[src/rtl/multichannel_moving_average_macros.svh]
// Assertion macros for the multichannel moving average RTL.
// Included by the top level; expects clk and arst_n in the including module.
`ifndef MULTICHANNEL_MOVING_AVERAGE_MACROS_SVH
`define MULTICHANNEL_MOVING_AVERAGE_MACROS_SVH

// Same-cycle implication on clk, disabled while arst_n is low.
`define MMAVG_ASSERT_NOW(label, ante, cons, msg) \
	label: assert property (@(posedge clk) disable iff (!arst_n) (ante) |-> (cons)) \
		else $error(msg);

// Next-cycle implication on clk, disabled while arst_n is low.
`define MMAVG_ASSERT_NEXT(label, ante, cons, msg) \
	label: assert property (@(posedge clk) disable iff (!arst_n) (ante) |=> (cons)) \
		else $error(msg);

`endif

[src/rtl/mmavg_div.sv]
// Serial restoring divider: signed dividend by unsigned nonzero divisor,
// quotient truncated toward zero, one quotient bit per cycle. No dependencies.
module mmavg_div #(
	parameter int N_W = 38,
	parameter int D_W = 7
) (
	input  logic                  clk,
	input  logic                  arst_n,
	input  logic                  start,
	input  logic signed [N_W-1:0] dividend,
	input  logic [D_W-1:0]        divisor,
	output logic                  done,
	output logic signed [N_W-1:0] quotient
);

	localparam int CNT_W = $clog2(N_W + 1);

	logic             busy_q;
	logic             done_q;
	logic [CNT_W-1:0] cnt_q;
	logic             neg_q;
	logic [N_W-1:0]   mag_q;
	logic [D_W-1:0]   rem_q;
	logic [D_W-1:0]   div_q;

	logic [D_W:0]     shifted;
	logic             ge;
	logic [D_W:0]     rem_nx;

	always_comb begin
		shifted = {rem_q, mag_q[N_W-1]};
		ge      = shifted >= {1'b0, div_q};
		rem_nx  = ge ? shifted - {1'b0, div_q} : shifted;
	end

	always_ff @(posedge clk or negedge arst_n) begin
		if (!arst_n) begin
			busy_q <= 1'b0;
			done_q <= 1'b0;
			cnt_q  <= '0;
		end else if (start) begin
			busy_q <= 1'b1;
			done_q <= 1'b0;
			cnt_q  <= CNT_W'(N_W);
		end else if (busy_q) begin
			cnt_q <= cnt_q - 1'b1;
			if (cnt_q == CNT_W'(1)) begin
				busy_q <= 1'b0;
				done_q <= 1'b1;
			end
		end
	end

	always_ff @(posedge clk) begin
		if (start) begin
			neg_q <= dividend[N_W-1];
			mag_q <= dividend[N_W-1] ? N_W'(-dividend) : N_W'(dividend);
			rem_q <= '0;
			div_q <= divisor;
		end else if (busy_q) begin
			mag_q <= {mag_q[N_W-2:0], ge};
			rem_q <= D_W'(rem_nx);
		end
	end

	assign done     = done_q;
	assign quotient = neg_q ? -$signed(mag_q) : $signed(mag_q);

endmodule

[config.mk]
export PLATFORM = sky130hd
export DESIGN_NAME = mmavg_div
export DESIGN_NICKNAME = d
export VERILOG_FILES = /design/src/rtl/multichannel_moving_average_macros.svh /design/src/rtl/mmavg_div.sv
export SDC_FILE = /design/constraint.sdc
export NUM_CORES = 1
export LEC_CHECK = 0
export BUFFER_PORTS_ARGS = -buffer_cell sky130_fd_sc_hd__buf_2
export CORE_MARGIN = 5
export CORE_UTILIZATION = 39
export DETAILED_ROUTE_END_ITERATION = 10
export GPL_TIMING_DRIVEN = 0
export RECOVER_POWER = 25
export SLEW_MARGIN = 25
export SYNTH_ARGS = -nofsm -noshare
export SYNTH_HDL_FRONTEND = slang
export SYNTH_SLANG_ARGS = --single-unit
export TNS_END_PERCENT = 100
[constraint.sdc]
create_clock -name clk -period 4.6 [get_ports clk]
set_input_delay 0.23 -clock clk [delete_from_list [all_inputs] [get_ports clk]]
set_output_delay 0.23 -clock clk [all_outputs]
set_load 0.005 [all_outputs]
### Yosys cells after proc, flatten, opt, wreduce, memory -nomap -nowiden

Cells that the tools add are included.

* add/sub/neg operators: 4
* $lt $le $gt $ge: 1
* eq/ne operators: 1
* multiplexer cells: 13
* reductions and logical operators: 3

Operator list (number)
* two-way mux 38 bit: 4
* negation 38 bit: 2
* two-way mux 6 bit: 2
* greater-or-equal comparator 8 x 7 -> 1 bit: 1
* two-way mux 7 bit: 1
* subtractor 7 bit: 1
* equality test 6 x 1 -> 1 bit (second input constant): 1
* two-way mux 1 bit: 6
* subtractor 6 x 1 -> 6 bit (second input constant): 1
* nonzero test 2 bit: 2
* AND reduction 2 bit: 1

* register bits after elaboration: 61
* input bits: 48
* output and inout bits: 39
* word-level logic and storage cells: 29

### Logic depth before layout (Yosys ltp)

Gate-level depths: netlist of the first run.

* word-level depth: 4
* mapped depth: 9
* gate-level depth less buffers: 8

### Worst setup path before layout of the first run

Ideal clock, no wire load.

* path kind: register to register
* from: register mag_q[37]
* to: register rem_q[4]
* setup time: 91 ps
* data arrival time: 2250 ps
* required time: 4509 ps
* slack: 2259 ps
* stages on the path, launching flop included: 10
* path buffers: 1
* clock period less this slack: 2341 ps
* cells stage by stage: edfxtp_1 > inv_1 > ha_1 > fa_1 > nand2b_1 > a211oi_1 > nor3_1 > clkbuf_1 > or3_1 > a311oi_1

* word-level cells in the longest chain between the ends: 2
* elaborated cells on any way between the ends: 3
* those cells by class: 1 x add/sub; 1 x order compare; 1 x mux

RTL lines
* start: declaration: RTL line mmavg_div.sv:22 `logic [N_W-1:0] mag_q;`
* start signal: assignment: RTL line mmavg_div.sv:57 `mag_q <= dividend[N_W-1] ? N_W'(-dividend) : N_W'(dividend);`
* start signal: assignment: RTL line mmavg_div.sv:61 `mag_q <= {mag_q[N_W-2:0], ge};`
* subtractor 7 bit or greater-or-equal comparator 8 x 7 -> 1 bit (tied branches): RTL line mmavg_div.sv:33, mmavg_div.sv:32
* two-way mux 7 bit *: RTL line mmavg_div.sv:33 `rem_nx = ge ? shifted - {1'b0, div_q} : shifted;`
* end signal: assignment: RTL line mmavg_div.sv:62 `rem_q <= D_W'(rem_nx);`
* end: declaration: RTL line mmavg_div.sv:23 `logic [D_W-1:0] rem_q;`

Every way passes the cells marked *; elsewhere a longest branch is shown, timed or not.
A chain may end at the register's enable or synchronous reset.

### Worst setup path in the final report of the first run

* from: register mag_q[6]
* to: output port quotient[13]

* word-level cells in the longest chain between the ends: 2

RTL lines
* negation 38 bit: RTL line mmavg_div.sv:67 `assign quotient = neg_q ? -$signed(mag_q) : $signed(mag_q);`
* two-way mux 38 bit: RTL line mmavg_div.sv:67
* end: declaration: RTL line mmavg_div.sv:13 `output logic signed [N_W-1:0] quotient`

No other way between the ends.

==> results of run 1 <==
## cell type report
class | instances | area, um^2
Fill cell | 1116 | 5910
Inverter | 20 | 75.1
Clock buffer | 11 | 233
Buffer | 24 | 95.1
Clock inverter | 5 | 75.1
Sequential cell | 61 | 1720
Tap cell | 143 | 179
Multi-Input combinational cell | 392 | 2660
Timing Repair Buffer | 88 | 464
## cells in the final DEF (no fill, tap or decap), types with 11 or more instances in the layout
cell type  netlist  final
buf_2            1     84
nor2_1          63     63
edfxtp_1        46     46
xnor2_1         42     42
nand2_1         40     39
a21oi_1         37     37
xor2_1          29     29
clkbuf_1        21     27
o21ai_0         24     24
inv_1           20     20
o31ai_1         17     17
o41ai_1         12     12
nor3_1          11     11
ha_1            11     11
## power groups by stage
stage / logic, mW / clock network [mW] / registers [mW]
floorplan: 0.422 / 0 / 0.758
global placement: 0.601 / 0 / 0.785
detailed placement: 0.615 / 0 / 0.786
CTS: 0.618 / 0.718 / 0.777
global route: 0.691 / 0.741 / 0.790
finish: 0.612 / 0.709 / 0.778
## metal layers
layer / part of all wire (%) / vias up / global-route usage [%]
met3: 5.8 / 19 / 4.04
met4: 2.3 / 2 / 6.31
met5: 0.10 / - / 0
met1: 42 / 1996 / 22.1
met2: 49 / 129 / 31.8
li1: - / 2033 / -
## worst paths after layout
kind                            startpoint      endpoint
worst max-delay path              mag_q[6]  quotient[13]
min in group asynchronous           arst_n          done
worst min-delay path            divisor[3]      div_q[3]
max in group asynchronous           arst_n      cnt_q[0]
worst min register to register    rem_q[5]      rem_q[5]
worst max register to register   mag_q[37]      rem_q[4]
## timing repair
item / CTS / global route
hold endpoints to repair: 8 / 0
endpoints found under the setup margin: 0 / 0
hold buffers: 1 / 0
## sequential cells by signal, summed over array words and instances, names as in the netlist
register and flops:
cnt_q 6, done 1, mag_q 38, neg_q 1
rem_q 7, div_q 7, busy_q 1
## synth_stat cells (2+ instances only)
cell type  instances
xnor2_1           42
o41ai_1           12
or2_2              2
nor4b_1            3
or4_4              3
dfrtp_1            8
nor4_1             7
or3_1              9
a211oi_1           2
a31o_2             2
nor4_4             2
nand3_1            6
mux2i_1            4
nor3_1            11
nand2_1           40
mux2_2             2
o31ai_1           17
dfxtp_1            7
nand3b_1           2
xor2_1            29
o41ai_2            5
inv_1             20
nand4_1            6
a311oi_1           5
or4_1              3
a21oi_1           37
nand2b_1           9
nand3_4            2
o311ai_0           2
o21ai_0           24
nand4b_1           2
a221oi_1           4
nor2b_1            5
ha_1              11
edfxtp_1          46
clkbuf_1          21
nor2_1            63
nor4_2             2
## per-stage QoR
step	hold slack, ps	worst slack [ps]	instance area [um^2]
detailed placement	83.7	1920	5190
global placement	79.6	1900	5160
CTS	68.9	1740	5510
global route	66.6	1620	5500
finish	75.8	1730	5500
floorplan	-65.6	2260	4550
## logic make-up after synthesis
group	Yosys count
AO/OA/AOI/OAI	117
XOR/XNOR	71
adder cells (fa/ha/maj)	12
buffers and inverters	44
flip-flops	61
multiplexers	6
AND/OR/NAND/NOR	186
## critical path, cell delays in order, from the launching register on
cell and delay [ps]:
edfxtp_1 440, or4_4 580, nor2_1 450, nand2_1 190
o41ai_1 360, xnor2_1 160, buf_2 130
==> out/metrics.yaml, run 1 <==
setup_path:
  required_ps: 4370
  critical_path_arrival_ps: 2640
  r2r_setup_slack_ps: 1960
  worst-path-max-fanout: 4
  start_kind: "flip-flop"
  path_class: "flip-flop to output pin"
  endpoint_kind: "output pin"
  reg2reg_depth: 9
floorplan:
  start_util_pct: 39.9
  core-area_um2: 11400
  dieArea_um2: 13900
  core.rowCount: 39
  die_w_um: 118
  die_h_um: 118
  ios: 87
synth:
  synthesis.nets: 557
  syn_inst: 497
  synthMuxAreaShare_pct: 1.37
  synthSimpleGateAreaFrac_pct: 22.1
  ys_seq_area_share_pct: 37.8
  async_reset_ff_share_pct: 13.1
  ys_types: 58
  synth_top_area_share_pct: 30.4
  netlist_area_um2: 4550
  ys_seq_elements: 61
  synth-edff-count: 46
  synth_compound_area_share_pct: 17.8
  ys_warn_count: 0
  synth_top_family_by_area: "simple AND/OR/NAND/NOR gates"
  yosys.area.top_type: "edfxtp_1"
  synth_flop_cell: "edfxtp_1"
  synth-xor-area-share_pct: 13.7
  synth_area_leaders: "edfxtp_1, xnor2_1, xor2_1, nor2_1, dfrtp_1"
  synth_area_per_cell_um2: 9.16
  synth_fa_ha_area_share_pct: 3.46
pwr:
  netSwitchingFraction_pct: 31.1
  p_switching_mw: 0.653
  leakage_nw: 2.07
  irDropWorstVdd_mv: 0.176
  p_total_mw: 2.10
  pwr-share-clk_pct: 33.8
  p_comb_share_pct: 29.2
  intPower_mw: 1.45
  powerDensity_nw_per_um2: 381
  sequentialPowerShare_pct: 37.1
finish:
  area_delta_synth_final_pct: 21.0
  drive_gt1_share_pct: 20.8
  utilization_pct: 48.2
  antenna_cells: 0
  layout.nets: 656
  layout.cells.non_filler: 744
global_routing:
  grt_start_max_net_pins: 22
  grt_antenna_before_repair: 1
  grt_first_pass_wirelength_mm: 20.9
  grt_pass1_vias: 4187
  overflow: 0
  grt_usage_pct: 18.2
cts:
  htree_levels: 3
  clk_pin_slew_ps: 50
  cts_buffers: 9
  cts_setup_buffers: 0
  clk_path_buf_depth: 2
  post_cts_resized: 0
  insertion_delay_ps: 330
  tritoncts: "done"
  cts.sinks: 61
  cts-root-buf: "clkbuf_16"
detailed_routing:
  vias: 4179
  drc: 0
  drtIter0Drc: 335
  drt_wl_total_mm: 12.8
  vias_per_cell: 5.62
  wire_per_inst_um: 17.3
  ant_nets: 0
  first_pass_iters: 5
timing:
  maxSlewHeadroom_pct: 47.6
  fin_crit_ps: 2870
  finalSetupViolations: 0
  rsz0062_at_grt: "no"
  final.setup.tns_ps: 0
  skew_ps: 8.91
  hold_viol: 0
  fmax_mhz: 349
  fin_crit_sh_pct: 62.3
  worstMarginPinSlew_ps: 786
  slew_violations: 0
status:
  status: "finished clean"
placed_design:
  numPlacedInstances: 727
  dp.final_hpwl_mm: 9.74
  gp_congestion: 0.873
  port_buffers: 86
run:
  cap_violations: 0
worst_hold_path:
  worstHoldPathCells: 1
  hold_path.class: "input port to flip-flop"
(Power assumes the default switching activity.)
==> run 2: changes to the inputs <==
- clock period: 4.6 -> 2.65 ns (I/O delays scaled with it)
==> out/metrics.yaml, run 2 (synthesized netlist as in run 1, its figures left out) <==
worst_hold_path:
  hold_path.class: "input port to flip-flop"
  hp-start: "dividend[37]"
  worstHoldPathCells: 1
  hold_path_end: "neg_q"
global_routing:
  grt_usage_pct: 18.4
  grt_util_met1_pct: 22.3
  grt_util_met3_pct: 4.08
  grt_start_max_net_pins: 22
  grt_antenna_before_repair: 1
  grt.busiest_layer: "met2"
  overflow: 0
  grt_pass1_vias: 4219
  grt_first_pass_wirelength_mm: 21.0
  met2_usage_pct: 31.7
setup_path:
  endpoint_kind: "output pin"
  worst-path-max-fanout: 5
  path_class: "flip-flop to output pin"
  max_stage_delay_ps: 570
  regToRegStartpoint: "mag_q[37]"
  r2r_setup_slack_ps: 110
  cp_cell_sequence: "or4_4, and4bb_4, nand4_1, o31ai_2, xnor2_1, buf_2"
  required_ps: 2520
  critical_path_arrival_ps: 2550
  crit_slowest_cell: "or4_4"
  r2r-end: "rem_q[4]"
  reg2reg_depth: 9
  start_kind: "flip-flop"
floorplan:
  die_h_um: 118
  die_w_um: 118
  start_util_pct: 39.9
  core.rowCount: 39
  dieArea_um2: 13900
  ios: 87
  core-area_um2: 11400
finish:
  largest_reg_flops: 38
  area_delta_synth_final_pct: 24.9
  final_cell_mix: "buf_2, nor2_1, edfxtp_1, xnor2_1, nand2_1"
  reg.largest.list: "mag_q: 38 flops, div_q: 7 flops, rem_q: 7 flops"
  layout.cells.non_filler: 757
  fillers: 1102
  layout.nets: 669
  final_common_cell: "buf_2"
  antenna_cells: 0
  drive_gt1_share_pct: 22.3
  regMostFlops: "mag_q"
detailed_routing:
  wire_per_inst_um: 17.2
  vias_per_cell: 5.60
  drt_wl_total_mm: 13.0
  first_pass_iters: 6
  vias: 4240
  drtIter0Drc: 268
  ant_nets: 0
  drc: 0
timing:
  maxSlewHeadroom_pct: 41.2
  worstMarginPinSlew_ps: 883
  fin_crit_sh_pct: 101
  setup_ws_ps: -34.4
  fin_crit_ps: 2680
  rsz0062_at_grt: "yes"
  slew_violations: 0
  skew_ps: 8.21
  finalSetupViolations: 4
  hold_viol: 0
  holdWs_ps: 68.3
  fmax_mhz: 373
  final.setup.tns_ps: -89.4
placed_design:
  numPlacedInstances: 727
  port_buffers: 86
  gp_congestion: 0.873
  place_ws_ps: -28.0
  dp.final_hpwl_mm: 9.74
cts:
  clk_path_buf_depth: 2
  tritoncts: "done"
  cts.sinks: 61
  insertion_delay_ps: 340
  cts-root-buf: "clkbuf_16"
  htree_levels: 3
  cts_buffers: 9
  clk_pin_slew_ps: 50
status:
  violations: "setup timing"
  status: "finished, violations left"
pwr:
  p_total_mw: 3.70
  powerDensity_nw_per_um2: 650
  irDropWorstVdd_mv: 0.308
  leakage_nw: 2.16
run:
  cap_violations: 0
run 2: cell count changes in the layout (fill, tap and decap cells not counted), moves of 2 or more:
cell,delta
dlygate4sd3_1,+7
buf_4,+6
nor2_4,+2
o31ai_1,-2
o41ai_2,-2
o41ai_4,+2
run 2: metrics by stage:
stage / util, % / instance area [um^2]
floorplan: - / 4550
global placement: 45.2 / 5160
detailed placement: 45.5 / 5190
CTS: 49.1 / 5600
global route: 49.8 / 5690
finish: 49.8 / 5690
run 2: area by class of cell:
type / count / area, um^2 / share of cell area, %
flip-flops and latches: 61 / 1720 / 30.3
clock inverters: 5 / 75.1 / 1.32
multi-input cells: 392 / 2730 / 48.0
plain buffers: 24 / 96.3 / 1.69
repair buffers: 101 / 579 / 10.2
well taps: 143 / 179 / 3.15
clock buffers: 11 / 233 / 4.09
inverters: 20 / 75.1 / 1.32
run 2: critical path: cells and delay by family, from the launching register on:
family / cells / cell delay (ps)
AND/OR/NAND/NOR: 3 / 1220
flip-flops: 1 / 430
AO/OA/AOI/OAI: 1 / 300
XOR/XNOR: 1 / 140
buffers and inverters: 1 / 130
run 2: worst max path at each step:
stage / startpoint / endpoint / slack, ps / cells past startpoint
2_1_floorplan: mag_q[37] / rem_q[4] / 310 / 9
3_3_place_gp: start / mag_q[9] / 50 / 4
3_5_place_dp: mag_q[37] / rem_q[4] / -30 / 9
4_1_cts: mag_q[13] / quotient[36] / -40 / 6
5_1_grt: mag_q[13] / quotient[32] / -140 / 6
6_report: mag_q[13] / quotient[32] / -30 / 6
run 2: power breakdown:
part | switching (mW) | total, mW | internal (mW)
Clock | 0.419 | 1.24 | 0.818
Combinational | 0.578 | 1.11 | 0.528
Sequential | 0.163 | 1.35 | 1.19
run 2: per-layer routing:
layer / vias to the layer above / wire length, um
li1: 2046 / -
met1: 2005 / 5410
met2: 161 / 6450
met3: 26 / 800
met4: 2 / 361
met5: - / 13
run 2: repair_timing:
item / in CTS / in global routing
hold buffers: 8 / 0
resized for setup: 5 / 8
pin swaps: 0 / 1
hold endpoints to repair: 15 / 0
setup buffers: 0 / 6
setup endpoints to repair: 17 / 18
